## src/hdl/sbr_pkg.sv

```systemverilog
`timescale 1ns / 1ps
package sbr_pkg;

	localparam int unsigned IDX_W           = 48;
	localparam int unsigned BYTE_W          = 8;
	localparam int unsigned CAP_W           = 7;
	localparam int unsigned PEND_OUT_W      = 7;
	localparam int unsigned S_TDATA_W       = 104;
	localparam int unsigned M_TDATA_W       = 16;
	localparam int unsigned STORE_DEPTH_DEF = 64;
	localparam int unsigned RUN_LIMIT       = 64;
	localparam int unsigned CMD_DEPTH       = 2;
	localparam logic [CAP_W-1:0] CAP_RESET  = 7'd64;

	// input kind as carried on s_tuser
	localparam logic FUNC_DATA = 1'b0;
	localparam logic FUNC_MARK = 1'b1;

	typedef enum logic [1:0] {
		CMD_DROP,
		CMD_DATA,
		CMD_MARK
	} cmd_kind_t;

	typedef struct packed {
		cmd_kind_t          kind;
		logic [IDX_W-1:0]   idx;
		logic [BYTE_W-1:0]  data;
		logic               ends;
	} sbr_cmd_t;

	typedef struct packed {
		logic     valid;
		sbr_cmd_t cmd;
	} sbr_head_t;

	typedef enum logic [1:0] {
		BK_IDLE,
		BK_LOOK,
		BK_EMIT
	} back_state_t;

endpackage

```

## src/hdl/stream_byte_reassembler.sv

```systemverilog
`timescale 1ns / 1ps
// stream byte reassembler: puts out-of-order stream bytes back in order
// s_* carries one byte with its absolute index, or an end marker (s_tuser = 1),
// together with the reader's consumed count; s_tlast flags the stream's last byte
// m_* returns delivered bytes (m_tuser = 1) or one status transaction with no byte;
// m_tlast marks the final transaction caused by an input transaction
// cfg_* writes the window capacity; the block must be idle when it is written
// an input transaction is classified against the window and queued (two entries);
// the back end applies it in its idle state, then in its look state either writes
// a status transaction to the output register or starts the registered read of
// the byte store, whose byte is put out in the emit state; the next byte is not
// read until the emit state has put out the one before it
// at most 64 bytes leave per input transaction; the rest follows later inputs
// reset empties the store, clears the end record and sets the capacity to 64;
// no clearing pass is needed
// when m_tready is low the finished transaction holds in the output register
// and the back end waits; the queue keeps taking input until it fills
module stream_byte_reassembler #(
	parameter int unsigned STORE_DEPTH = sbr_pkg::STORE_DEPTH_DEF
) (
	input  logic                           clk,
	input  logic                           arst_n,
	input  logic                           cfg_valid,
	output logic                           cfg_ready,
	input  logic [sbr_pkg::CAP_W-1:0]      cfg_data,   // window_capacity
	input  logic                           s_tvalid,
	output logic                           s_tready,
	// stream_index [47:0], data_byte [55:48], consumed_count [103:56]
	input  logic [sbr_pkg::S_TDATA_W-1:0]  s_tdata,
	input  logic [0:0]                     s_tuser,    // func
	input  logic                           s_tlast,
	output logic                           m_tvalid,
	input  logic                           m_tready,
	// out_data [7:0], stream_closed [8], pending_bytes [15:9]
	output logic [sbr_pkg::M_TDATA_W-1:0]  m_tdata,
	output logic [0:0]                     m_tuser,    // byte_valid
	output logic                           m_tlast
);
	import sbr_pkg::*;

	logic      push;
	sbr_cmd_t  push_cmd;
	logic      push_ready;
	sbr_head_t head;
	logic      pop;

	sbr_front u_front (
		.clk        (clk),
		.arst_n     (arst_n),
		.cfg_valid  (cfg_valid),
		.cfg_ready  (cfg_ready),
		.cfg_data   (cfg_data),
		.s_tvalid   (s_tvalid),
		.s_tready   (s_tready),
		.s_tdata    (s_tdata),
		.s_tuser    (s_tuser[0]),
		.s_tlast    (s_tlast),
		.push       (push),
		.push_cmd   (push_cmd),
		.push_ready (push_ready)
	);

	sbr_cmd_fifo u_queue (
		.clk        (clk),
		.arst_n     (arst_n),
		.push       (push),
		.push_cmd   (push_cmd),
		.push_ready (push_ready),
		.head       (head),
		.pop        (pop)
	);

	sbr_back #(
		.STORE_DEPTH (STORE_DEPTH)
	) u_back (
		.clk      (clk),
		.arst_n   (arst_n),
		.head     (head),
		.pop      (pop),
		.m_tvalid (m_tvalid),
		.m_tready (m_tready),
		.m_tdata  (m_tdata),
		.m_tuser  (m_tuser[0]),
		.m_tlast  (m_tlast)
	);

	// a status transaction carries no byte and always ends the run
	assert property (@(posedge clk) disable iff (!arst_n)
		m_tvalid && !m_tuser[0] |-> m_tlast && (m_tdata[7:0] == 8'd0))
		else $error("status transaction with data or without run end");

	// closing discards everything held and only happens on a run end
	assert property (@(posedge clk) disable iff (!arst_n)
		m_tvalid && m_tdata[8] |-> m_tlast && (m_tdata[15:9] == 7'd0))
		else $error("closed transaction with pending bytes or mid-run");

	// once a closed transaction is taken, every later one reports closed too
	assert property (@(posedge clk) disable iff (!arst_n)
		m_tvalid && m_tready && m_tdata[8] ##1 m_tvalid |-> m_tdata[8] && !m_tuser[0])
		else $error("stream reopened after close");

endmodule

```

## src/hdl/sbr_ram.sv

```systemverilog
`timescale 1ns / 1ps
module sbr_ram #(
	parameter int unsigned WIDTH = 8,
	parameter int unsigned DEPTH = 64
) (
	input  logic                     clk,
	input  logic                     wr_en,
	input  logic [$clog2(DEPTH)-1:0] wr_addr,
	input  logic [WIDTH-1:0]         wr_data,
	input  logic                     rd_en,
	input  logic [$clog2(DEPTH)-1:0] rd_addr,
	output logic [WIDTH-1:0]         rd_data
);

	logic [WIDTH-1:0] mem [DEPTH];

	always_ff @(posedge clk) begin
		if (wr_en) begin
			mem[wr_addr] <= wr_data;
		end
		if (rd_en) begin
			rd_data <= mem[rd_addr];
		end
	end

endmodule

```

## src/hdl/sbr_cmd_fifo.sv

```systemverilog
`timescale 1ns / 1ps
module sbr_cmd_fifo (
	input  logic              clk,
	input  logic              arst_n,
	input  logic              push,
	input  sbr_pkg::sbr_cmd_t push_cmd,
	output logic              push_ready,
	output sbr_pkg::sbr_head_t head,
	input  logic              pop
);
	import sbr_pkg::*;

	localparam int unsigned PTR_W = $clog2(CMD_DEPTH);
	localparam int unsigned CNT_W = $clog2(CMD_DEPTH + 1);

	sbr_cmd_t           entry_q [CMD_DEPTH];
	logic [PTR_W-1:0]   wr_ptr_q;
	logic [PTR_W-1:0]   rd_ptr_q;
	logic [CNT_W-1:0]   count_q;
	logic               do_push;
	logic               do_pop;

	assign push_ready = (count_q != CNT_W'(CMD_DEPTH));
	assign do_push    = push && push_ready;
	assign do_pop     = pop && (count_q != '0);
	assign head.valid = (count_q != '0);
	assign head.cmd   = entry_q[rd_ptr_q];

	always_ff @(posedge clk) begin
		if (do_push) begin
			entry_q[wr_ptr_q] <= push_cmd;
		end
	end

	always_ff @(posedge clk or negedge arst_n) begin
		if (!arst_n) begin
			wr_ptr_q <= '0;
			rd_ptr_q <= '0;
			count_q  <= '0;
		end else begin
			if (do_push) begin
				wr_ptr_q <= (wr_ptr_q == PTR_W'(CMD_DEPTH - 1)) ? '0 : wr_ptr_q + 1'b1;
			end
			if (do_pop) begin
				rd_ptr_q <= (rd_ptr_q == PTR_W'(CMD_DEPTH - 1)) ? '0 : rd_ptr_q + 1'b1;
			end
			if (do_push && !do_pop) begin
				count_q <= count_q + 1'b1;
			end else if (do_pop && !do_push) begin
				count_q <= count_q - 1'b1;
			end
		end
	end

endmodule

```

## src/hdl/sbr_front.sv

```systemverilog
`timescale 1ns / 1ps
module sbr_front (
	input  logic                           clk,
	input  logic                           arst_n,
	input  logic                           cfg_valid,
	output logic                           cfg_ready,
	input  logic [sbr_pkg::CAP_W-1:0]      cfg_data,
	input  logic                           s_tvalid,
	output logic                           s_tready,
	input  logic [sbr_pkg::S_TDATA_W-1:0]  s_tdata,
	input  logic                           s_tuser,
	input  logic                           s_tlast,
	output logic                           push,
	output sbr_pkg::sbr_cmd_t              push_cmd,
	input  logic                           push_ready
);
	import sbr_pkg::*;

	logic [CAP_W-1:0]  cap_q;
	logic [IDX_W-1:0]  idx;
	logic [IDX_W-1:0]  consumed;
	logic [IDX_W:0]    idx_ext;
	logic [IDX_W:0]    win_end;

	assign cfg_ready = 1'b1;
	assign s_tready  = push_ready;
	assign push      = s_tvalid && push_ready;

	assign idx      = s_tdata[IDX_W-1:0];
	assign consumed = s_tdata[S_TDATA_W-1 -: IDX_W];
	assign idx_ext  = {1'b0, idx};
	assign win_end  = {1'b0, consumed} + (IDX_W + 1)'(cap_q);

	// window test is stateless, the rest is left to the back end
	always_comb begin
		push_cmd.idx  = idx;
		push_cmd.data = s_tdata[IDX_W +: BYTE_W];
		push_cmd.ends = s_tlast;
		unique case (s_tuser)
			FUNC_MARK: push_cmd.kind = (idx_ext <= win_end) ? CMD_MARK : CMD_DROP;
			default:   push_cmd.kind = (idx_ext < win_end) ? CMD_DATA : CMD_DROP;
		endcase
	end

	always_ff @(posedge clk or negedge arst_n) begin
		if (!arst_n) begin
			cap_q <= CAP_RESET;
		end else if (cfg_valid) begin
			cap_q <= cfg_data;
		end
	end

endmodule

```

## src/hdl/sbr_back.sv

```systemverilog
`timescale 1ns / 1ps
module sbr_back #(
	parameter int unsigned STORE_DEPTH = sbr_pkg::STORE_DEPTH_DEF
) (
	input  logic                           clk,
	input  logic                           arst_n,
	input  sbr_pkg::sbr_head_t             head,
	output logic                           pop,
	output logic                           m_tvalid,
	input  logic                           m_tready,
	output logic [sbr_pkg::M_TDATA_W-1:0]  m_tdata,
	output logic                           m_tuser,
	output logic                           m_tlast
);
	import sbr_pkg::*;

	localparam int unsigned AW  = $clog2(STORE_DEPTH);
	localparam int unsigned PW  = $clog2(STORE_DEPTH + 1);
	localparam int unsigned PXW = PW + PEND_OUT_W;
	localparam int unsigned RW  = $clog2(RUN_LIMIT + 1);
	localparam logic [AW:0]      DEPTH_W    = (AW + 1)'(STORE_DEPTH);
	localparam logic [AW-1:0]    SLOT_LAST  = AW'(STORE_DEPTH - 1);
	localparam logic [IDX_W-1:0] DIFF_LIMIT = IDX_W'(STORE_DEPTH);

	back_state_t            state_q;
	back_state_t            state_nx;

	logic [IDX_W-1:0]       ne_q;
	logic [AW-1:0]          ne_slot_q;
	logic                   end_known_q;
	logic [IDX_W:0]         end_pos_q;
	logic                   closed_q;
	logic [PW-1:0]          pending_q;
	logic [STORE_DEPTH-1:0] slot_valid_q;
	logic [RW-1:0]          run_cnt_q;
	logic                   is_last_q;

	logic                   m_valid_q;
	logic                   m_byte_q;
	logic [BYTE_W-1:0]      m_data_q;
	logic                   m_last_q;
	logic                   m_closed_q;
	logic [PEND_OUT_W-1:0]  m_pend_q;

	// control from the output decode
	logic                   do_apply;
	logic                   do_take;
	logic                   do_status;
	logic                   do_byte;

	logic                   out_free;
	logic [IDX_W:0]         idx_ext;
	logic [IDX_W:0]         idx_p1;
	logic                   below;
	logic [IDX_W-1:0]       diff;
	logic                   near;
	logic                   past_end;
	logic [AW:0]            slot_sum;
	logic [AW-1:0]          wr_slot;
	logic                   store_ok;
	logic                   end_req;
	logic [IDX_W:0]         end_req_pos;

	logic                   at_end;
	logic                   can_emit;
	logic [IDX_W-1:0]       ne_nx;
	logic [AW-1:0]          ne_slot_nx;
	logic                   look_last;
	logic [PXW-1:0]         pend_wide;
	logic [PEND_OUT_W-1:0]  pend_now;
	logic [BYTE_W-1:0]      rd_data;

	assign out_free = !m_valid_q || m_tready;

	// placement of an incoming byte relative to the next expected index
	assign idx_ext  = {1'b0, head.cmd.idx};
	assign idx_p1   = idx_ext + 1'b1;
	assign below    = head.cmd.idx < ne_q;
	assign diff     = head.cmd.idx - ne_q;
	assign near     = diff < DIFF_LIMIT;
	assign past_end = end_known_q && (idx_ext >= end_pos_q);
	assign slot_sum = {1'b0, ne_slot_q} + {1'b0, diff[AW-1:0]};
	assign wr_slot  = (slot_sum >= DEPTH_W) ? AW'(slot_sum - DEPTH_W) : slot_sum[AW-1:0];
	assign store_ok = (head.cmd.kind == CMD_DATA) && !below && near && !past_end;

	always_comb begin
		end_req     = 1'b0;
		end_req_pos = idx_p1;
		unique case (head.cmd.kind)
			CMD_MARK: begin
				end_req     = 1'b1;
				end_req_pos = idx_ext;
			end
			CMD_DATA: begin
				end_req = head.cmd.ends && (below || store_ok);
			end
			default: begin
				end_req = 1'b0;
			end
		endcase
	end

	// drain side
	assign at_end     = end_known_q && ({1'b0, ne_q} >= end_pos_q);
	assign can_emit   = !at_end && slot_valid_q[ne_slot_q];
	assign ne_nx      = ne_q + 1'b1;
	// the slot of index zero is zero, so the index wrap restarts the ring
	assign ne_slot_nx = (ne_q == '1 || ne_slot_q == SLOT_LAST) ? '0 : ne_slot_q + 1'b1;
	assign look_last  = (run_cnt_q == RW'(RUN_LIMIT - 1)) || !slot_valid_q[ne_slot_nx]
		|| (end_known_q && ({1'b0, ne_nx} >= end_pos_q));
	assign pend_wide  = PXW'(pending_q);
	assign pend_now   = pend_wide[PEND_OUT_W-1:0];

	sbr_ram #(
		.WIDTH (BYTE_W),
		.DEPTH (STORE_DEPTH)
	) u_store (
		.clk     (clk),
		.wr_en   (do_apply && store_ok),
		.wr_addr (wr_slot),
		.wr_data (head.cmd.data),
		.rd_en   (do_take),
		.rd_addr (ne_slot_q),
		.rd_data (rd_data)
	);

	always_comb begin
		state_nx = state_q;
		unique case (state_q)
			BK_IDLE: if (head.valid) state_nx = BK_LOOK;
			BK_LOOK: begin
				if (can_emit) begin
					state_nx = BK_EMIT;
				end else if (out_free) begin
					state_nx = BK_IDLE;
				end
			end
			BK_EMIT: if (out_free) state_nx = is_last_q ? BK_IDLE : BK_LOOK;
			default: state_nx = BK_IDLE;
		endcase
	end

	always_comb begin
		pop       = 1'b0;
		do_apply  = 1'b0;
		do_take   = 1'b0;
		do_status = 1'b0;
		do_byte   = 1'b0;
		unique case (state_q)
			BK_IDLE: begin
				pop      = head.valid;
				do_apply = head.valid && !closed_q;
			end
			BK_LOOK: begin
				do_take   = can_emit;
				do_status = !can_emit && out_free;
			end
			BK_EMIT: begin
				do_byte = out_free;
			end
			default: begin
				pop = 1'b0;
			end
		endcase
	end

	always_ff @(posedge clk or negedge arst_n) begin
		if (!arst_n) begin
			state_q      <= BK_IDLE;
			ne_q         <= '0;
			ne_slot_q    <= '0;
			end_known_q  <= 1'b0;
			end_pos_q    <= '0;
			closed_q     <= 1'b0;
			pending_q    <= '0;
			slot_valid_q <= '0;
			run_cnt_q    <= '0;
			is_last_q    <= 1'b0;
			m_valid_q    <= 1'b0;
		end else begin
			state_q <= state_nx;
			if (do_status || do_byte) begin
				m_valid_q <= 1'b1;
			end else if (m_tready) begin
				m_valid_q <= 1'b0;
			end
			if (pop) begin
				run_cnt_q <= '0;
			end
			if (do_apply) begin
				if (store_ok && !slot_valid_q[wr_slot]) begin
					slot_valid_q[wr_slot] <= 1'b1;
					pending_q             <= pending_q + 1'b1;
				end
				if (end_req && !end_known_q) begin
					end_known_q <= 1'b1;
					end_pos_q   <= end_req_pos;
				end
			end
			if (do_take) begin
				slot_valid_q[ne_slot_q] <= 1'b0;
				pending_q               <= pending_q - 1'b1;
				ne_q                    <= ne_nx;
				ne_slot_q               <= ne_slot_nx;
				run_cnt_q               <= run_cnt_q + 1'b1;
				is_last_q               <= look_last;
			end
			if (at_end && (do_status || (do_byte && is_last_q))) begin
				closed_q  <= 1'b1;
				pending_q <= '0;
			end
		end
	end

	always_ff @(posedge clk) begin
		if (do_status) begin
			m_byte_q   <= 1'b0;
			m_data_q   <= '0;
			m_last_q   <= 1'b1;
			m_closed_q <= at_end;
			m_pend_q   <= at_end ? '0 : pend_now;
		end else if (do_byte) begin
			m_byte_q   <= 1'b1;
			m_data_q   <= rd_data;
			m_last_q   <= is_last_q;
			m_closed_q <= is_last_q && at_end;
			m_pend_q   <= (is_last_q && at_end) ? '0 : pend_now;
		end
	end

	assign m_tvalid = m_valid_q;
	assign m_tuser  = m_byte_q;
	assign m_tlast  = m_last_q;
	assign m_tdata  = {m_pend_q, m_closed_q, m_data_q};

endmodule
```

## config.mk

```make
export PLATFORM = sky130hd
export DESIGN_NAME = stream_byte_reassembler
export DESIGN_NICKNAME = d
export VERILOG_FILES = /design/src/hdl/sbr_pkg.sv /design/src/hdl/stream_byte_reassembler.sv /design/src/hdl/sbr_ram.sv /design/src/hdl/sbr_cmd_fifo.sv /design/src/hdl/sbr_front.sv /design/src/hdl/sbr_back.sv
export SDC_FILE = /design/constraint.sdc
export NUM_CORES = 2
export LEC_CHECK = 0
export BUFFER_PORTS_ARGS = -buffer_cell sky130_fd_sc_hd__buf_4
export CORE_ASPECT_RATIO = 1.1
export CORE_MARGIN = 4
export CORE_UTILIZATION = 55
export CTS_CLUSTER_DIAMETER = 120
export DETAILED_ROUTE_END_ITERATION = 6
export PLACE_DENSITY = 0.75
export SLEW_MARGIN = 20
export SYNTH_ARGS = -nofsm -noshare
export SYNTH_HDL_FRONTEND = slang
export SYNTH_SLANG_ARGS = --single-unit
```

## constraint.sdc

```tcl
create_clock -name clk -period 7.41 [get_ports clk]
set_input_delay 1.482 -clock clk [delete_from_list [all_inputs] [get_ports clk]]
set_output_delay 1.482 -clock clk [all_outputs]
set_load 0.05 [all_outputs]
```

Word-level counts from Yosys, hierarchy flattened. Memory sizes are Yosys's and may differ from the RTL's. A register that Yosys moved wholly into a read port is not among the register bits. Cells that the tools add are included.

Register bits after elaboration: 216. Latch bits: 0. RAM bits: 630. Memory bits (read-only): 0. Input port bits: 118. Output and inout port bits: 21. Word-level logic and storage cells: 168. Memories: 2.

Memories: u_back.u_store.mem (depth 64, width 8, rd ports 1, clocked after memory_dff 1, wr ports 1, line sbr_ram.sv:15) `logic [WIDTH-1:0] mem [DEPTH];`; u_queue.entry_q (depth 2, width 59, rd ports 1, clocked after memory_dff 0, wr ports 1, line sbr_cmd_fifo.sv:16) `sbr_cmd_t entry_q [CMD_DEPTH];`.

Add/subtract/negate cells: 14. Multipliers: 0. Divide/modulo/power cells: 0. $lt $le $gt $ge: 13. Equality and inequality tests: 11. Shifts and indexed selects: 0. Multiplexer cells: 53. Bitwise logic cells: 3. Reductions and logical operators: 52.

Operators by type and width (number): $mux W64 (3); $ge A48 B49 Y1 (3); $mux W7 (10); $and A64 B64 Y64 (1); $not A64 Y64 (1); $or A64 B64 Y64 (1); $add A48 B1 Y49 const B (1); $add A48 B7 Y49 (1); $le A48 B49 Y1 (1); $lt A48 B49 Y1 (1); $mux W49 (1); $add A48 B1 Y48 const B (1); $eq A48 B48 Y1 const B (1); $lt A48 B48 Y1 (1); $lt A48 B7 Y1 const B (1); $sub A48 B48 Y48 (1); $logic_and A1 B1 Y1 (23); $mux W1 (22); $lt A6 B7 Y1 const B (3); $bmux W1 S6 (3); $mux W2 (8); $add A7 B1 Y7 const B (2); $demux W1 S6 (2); $ge A6 B1 Y1 const B (2); 25 further kinds (52).

Logic depth before layout (Yosys ltp). An unclocked memory read counts as a cell.

Depth in word-level cells: 14. Gate-level depth with buffers: 27.

Hierarchy. A second synthesis with hierarchy kept.

Cell total of the unflattened synthesis: 3993. Area, all modules: 47897.2 um^2.

Modules (own cells, without submodules): sbr_ram (instances 1, cells an instance 940, area each 20246.9 um^2, seq. area each 15615.0 um^2); sbr_back (instances 1, cells an instance 2482, area each 19992.9 um^2, seq. area each 5119.9 um^2); sbr_cmd_fifo (instances 1, cells an instance 202, area each 4754.6 um^2, seq. area each 3643.5 um^2); sbr_front (instances 1, cells an instance 369, area each 2902.8 um^2, seq. area each 176.4 um^2).

Worst setup path after synthesis. Ideal clock, no wire load.

Path kind: register to register. From: reg u_queue.rd_ptr_q. To: mem u_back.u_store.mem[14][0], enable pin. Setup time: 0.371 ns. Arrival time: 6.605 ns. Slack: 0.435 ns. Cell stages (with the launch flop): 25. Clock period less this slack: 6.975 ns. Cells stage by stage: dfrtp_1 buf_2 buf_1 buf_1 buf_1 buf_2 buf_1 clkbuf_1 mux2i_1 inv_1 ha_1 buf_2 nand4_1 nor3_1 o211ai_1 nand4_1 a21oi_1 o41ai_1 xor2_1 or4_1 nor3_1 and4b_1 buf_2 nand2_1 nor2_1.

Cells in the longest elaborated chain, start to end: 9. Elaborated cells on any way between the ends: 19. Classes of those cells: add/sub: 3; order compare: 4; eq/ne: 1; mux: 3; reduce/logical: 7; memory: 1.

Ends and longest elaborated chain: start, declared (line sbr_cmd_fifo.sv:18) `logic [PTR_W-1:0] rd_ptr_q;`; start signal, assigned (line sbr_cmd_fifo.sv:45) `rd_ptr_q <= (rd_ptr_q == PTR_W'(CMD_DEPTH - 1)) ? '0 : rd_ptr_q + 1'b1;`; $mem_v2 Z2 W59 (*); parallel branches: the longest is 8 deep, another holds $sub A48 B48 Y48; end, declared (line sbr_ram.sv:15).

Mark *: on every way between the ends.

Worst setup path in the final report.
From: reg u_queue.rd_ptr_q. To: mem u_back.u_store.mem[55][5], enable pin.

The elaborated chain is that of the path after synthesis.

==> flow_metrics.env <==
export IMPL_finalCriticalPeriod_ns=6.78
export IMPL_fillers=6192
export IMPL_antenna_found_initial=3
export IMPL_final_seq_area_sq_um=24600
export IMPL_tightest_slew_ns=1.11
export IMPL_min_path_cells=1
export IMPL_ir_worst_vdd_mv=0.408
export IMPL_p_per_area_nw_per_um2=314
export IMPL_holdPathEnd="u_back.pend_now[6]"
export IMPL_dp_cells=4991
export IMPL_min_delay_start="u_back.pend_now[6]"
export IMPL_p_leak_nw=18.8
export IMPL_area_growth_synth_to_final_pct=13.1
export IMPL_critPathCaptureType="flop"
export IMPL_cts_clk_slew_worst_paths_ns=0.06
export IMPL_gp_congestion=1.01
export IMPL_core_area_sq_um=80300
export IMPL_rsz0062_at_grt="no"
export IMPL_worst_r2r_cell_count=18
export IMPL_fin_area_sq_um=50300
export IMPL_ant_nets=0
export IMPL_grt_pass1_vias=32897
export IMPL_r2r_end="u_back.u_store.mem[55][5]"
export IMPL_pwr_share_clk=0.286
export IMPL_fin_setup_tns_ns=0
export IMPL_slowest_delay_ns=0.68
export IMPL_synth_ff_type="edfxtp_1"
export IMPL_wl_um=136000
export IMPL_async_flop_share=0.232
export IMPL_cts_tree="built"
export IMPL_numCtsBuffers=88
export IMPL_p_sw_w=0.00569
export IMPL_finalNonFillerCells=5158
export IMPL_initial_core_util=0.554
export IMPL_synth_edf_count=646
export IMPL_synth_cell_type_count=89
export IMPL_failed_checks="design-rule violations"
export IMPL_arrival_ns=7.16
export IMPL_cts_sinks=854
export IMPL_finalSetupViolCount=0
export IMPL_multi_input_area_sq_um=18800
export IMPL_r2r_slack_ns=0.63
export IMPL_synthesis_nets=4212
export IMPL_path_class="reg -> reg"
export IMPL_holdCritPathClass="reg -> reg"
export IMPL_drcViolationCount=8
export IMPL_postCtsHoldBufs=0
export IMPL_portBuffers=137
export IMPL_finClkSkew_ns=0.0589
export IMPL_relSlewSlack=0.257
export IMPL_drt_iter0_drc=4078
export IMPL_crit_fanout=22
export IMPL_seq_area_frac_synth=0.552
export IMPL_start_kind="flop"
export IMPL_grt_start_max_net_pins=98
export IMPL_clockBufferDepth=3
export IMPL_cp_common_cell="buf_4"
export IMPL_yosysWarnings=0
export IMPL_syn_area_sq_um=44500
export IMPL_grt_pass1_wl_um=203000
export IMPL_vias_per_cell=6.59
export IMPL_die_area_sq_um=85600
export IMPL_final_net_count=4413
export IMPL_drt_wirelength_per_cell_um=26.3
export IMPL_fp_dieW_um=279
export IMPL_cp_slowest_cell="dfrtp_4"
export IMPL_vias=33983
export IMPL_ys_ff_latch=854
export IMPL_fmax_mhz=148
export IMPL_p_seq_frac=0.379
export IMPL_hold_viol_final=0
export IMPL_cp_cell_sequence="buf_4 -> mux2i_1 -> inv_1 -> ha_1 -> o211ai_1 -> a21o_1 -> a211oi_1 -> o311ai_0 -> a21boi_0 -> or3_1 -> o311ai_0 -> o2111ai_1 -> nor4_1 -> buf_4 -> and4_1 -> nand2_1 -> nor2_1 -> buf_4"
export IMPL_grt_overflow=0
export IMPL_cts_root_buf="clkbuf_16"
export IMPL_clk_latency_ns=0.68
export IMPL_fin_crit_sh=0.915
export IMPL_netlist_instances=3826
export IMPL_drtPass1Iterations=7
export IMPL_p_int_w=0.0101
export IMPL_combPwrFrac=0.335
export IMPL_required_ns=7.79
export IMPL_cts_resized=0
export IMPL_syn_area_per_cell_sq_um=11.6
export IMPL_placed_cell_area_sq_um=47300
export IMPL_h_tree_depth=3
export IMPL_row_count=109
export IMPL_dp_hpwl_um=94700
export IMPL_slew_viol_final=0
export IMPL_cts_setup_buffers=0
export IMPL_die_y_um=306
export IMPL_status="finished with violations"
export IMPL_grt_use_total=0.310
export IMPL_reg2reg_from="u_queue.rd_ptr_q"
export IMPL_maxCapViolCount=0
export IMPL_io_pins=139
export IMPL_sw_frac_of_total=0.360
export IMPL_layout_drive_gt1_share=0.123
## routing by layer
layer,global-route usage,vias up,wire (um)
met5,0,-,0
met4,0.136,0,6520
met1,0.428,16612,54400
met3,0.0663,370,14400
li1,-,15088,-
met2,0.477,1913,60600
## worst max-delay path, delay by kind of cell (launching register included)
| kind | cells | cell delay (ns) |
|---|---|---|
| AO/OA/AOI/OAI | 7 | 1.98 |
| adder cells (fa/ha/maj) | 1 | 0.36 |
| buffers and inverters | 4 | 1.05 |
| flip-flops | 1 | 0.68 |
| multiplexers | 1 | 0.40 |
| AND/OR/NAND/NOR | 5 | 1.98 |
## power by group through the flow
stage | Sequential [W] | Clock [W] | Combinational, W
after global routing | 0.00602 | 0.00478 | 0.00572
after detailed placement | 0.00609 | 0 | 0.00513
after global placement | 0.00608 | 0 | 0.00506
after floorplan | 0.00605 | 0 | 0.00344
after CTS | 0.00600 | 0.00457 | 0.00517
final | 0.00599 | 0.00452 | 0.00530
## kinds of logic after synthesis
kind of cell | synth area share
and+or+nand+nor | 0.114
buffers and inverters | 0.0293
AOI/OAI and AO/OA | 0.152
DFF | 0.552
xor gates and xnor gates | 0.0447
adders and majority gates | 0.0760
other | 0.0000842
muxes | 0.0330
## worst max-delay path by stage
| stage | startpoint | to | slack, ns | depth (start not counted) |
|---|---|---|---|---|
| after floorplan | u_queue.rd_ptr_q | u_back.u_store.mem[14][0] | 0.43 | 24 |
| after global placement | s_tdata[56] | u_queue.entry_q[0][58] | 0.47 | 28 |
| after detailed placement | s_tdata[56] | u_queue.entry_q[1][58] | 0.40 | 28 |
| after CTS | u_queue.rd_ptr_q | u_back.u_store.mem[55][2] | 0.83 | 18 |
| after global routing | u_queue.rd_ptr_q | u_back.u_store.mem[55][6] | 0.43 | 18 |
| final | u_queue.rd_ptr_q | u_back.u_store.mem[55][5] | 0.63 | 18 |
## synthesized netlist by cell type, types with 11 or more instances
master | instances | share of area
xor2_1 | 51 | 0.010
or3_1 | 20 | 0.0028
mux2_2 | 43 | 0.011
ha_1 | 264 | 0.074
nand4_1 | 144 | 0.020
a221oi_1 | 36 | 0.0071
nand3_1 | 112 | 0.013
a211oi_1 | 17 | 0.0029
clkbuf_1 | 117 | 0.0099
inv_1 | 159 | 0.013
nor4_1 | 26 | 0.0037
buf_2 | 22 | 0.0025
o21ai_0 | 97 | 0.011
mux2i_1 | 81 | 0.018
a22o_1 | 26 | 0.0051
a22oi_1 | 259 | 0.044
a41oi_1 | 11 | 0.0022
o21a_1 | 15 | 0.0025
a21o_1 | 87 | 0.015
nor2b_1 | 30 | 0.0042
buf_1 | 17 | 0.0014
o21bai_1 | 18 | 0.0030
edfxtp_1 | 646 | 0.44
nor2_1 | 238 | 0.020
dfrtp_1 | 197 | 0.11
o211ai_1 | 11 | 0.0019
a31oi_1 | 80 | 0.011
nand2_1 | 248 | 0.021
and2_1 | 20 | 0.0028
nand2b_1 | 35 | 0.0049
xnor2_1 | 176 | 0.035
nor3_1 | 54 | 0.0061
and4_1 | 11 | 0.0022
and3_1 | 39 | 0.0055
a21oi_1 | 224 | 0.025
o22ai_1 | 22 | 0.0031
## metrics by stage
stage / utilization / hold slack (ns) / total power (W) / setup WS (ns)
after floorplan: - / 0.438 / 0.00948 / 0.435
after global placement: 0.589 / 0.460 / 0.0111 / 0.466
after detailed placement: 0.589 / 0.470 / 0.0112 / 0.397
after CTS: 0.626 / 0.480 / 0.0157 / 0.830
after global routing: 0.627 / 0.501 / 0.0165 / 0.427
final: 0.627 / 0.483 / 0.0158 / 0.631
## cell type report
| type | instances | area share |
|---|---|---|
| Sequential cell | 854 | 0.488 |
| Multi-Input combinational cell | 2647 | 0.373 |
| Clock buffer | 116 | 0.0485 |
| Timing Repair Buffer | 276 | 0.0418 |
| Tap cell | 1054 | 0.0262 |
| Inverter | 160 | 0.0119 |
| Clock inverter | 50 | 0.0110 |
| Antenna cell | 1 | 0.0000497 |
## registers in the layout (all words and copies together), names as in the netlist, 6 cells and up
signal and count:
u_back.m_pend_q 7, u_back.u_store.rd_data 8, u_back.m_data_q 8, u_back.pend_now 7, u_back.u_store.mem 512, u_back.run_cnt_q 7
u_back.ne_slot_q 6, u_queue.entry_q 118, u_back.end_pos_q 49, u_back.slot_valid_q 64, u_front.cap_q 7, u_back.ne_q 48
## layout by cell type, fill, tap and decap left out, drive strengths merged, types with 144 or more instances in the layout
master,n
a21oi,228
a22oi,259
buf,276
dfrtp,197
edfxtp,646
ha,264
inv,163
nand2,248
nand4,144
nor2,238
xnor2,176
(Power assumes the default switching activity.)
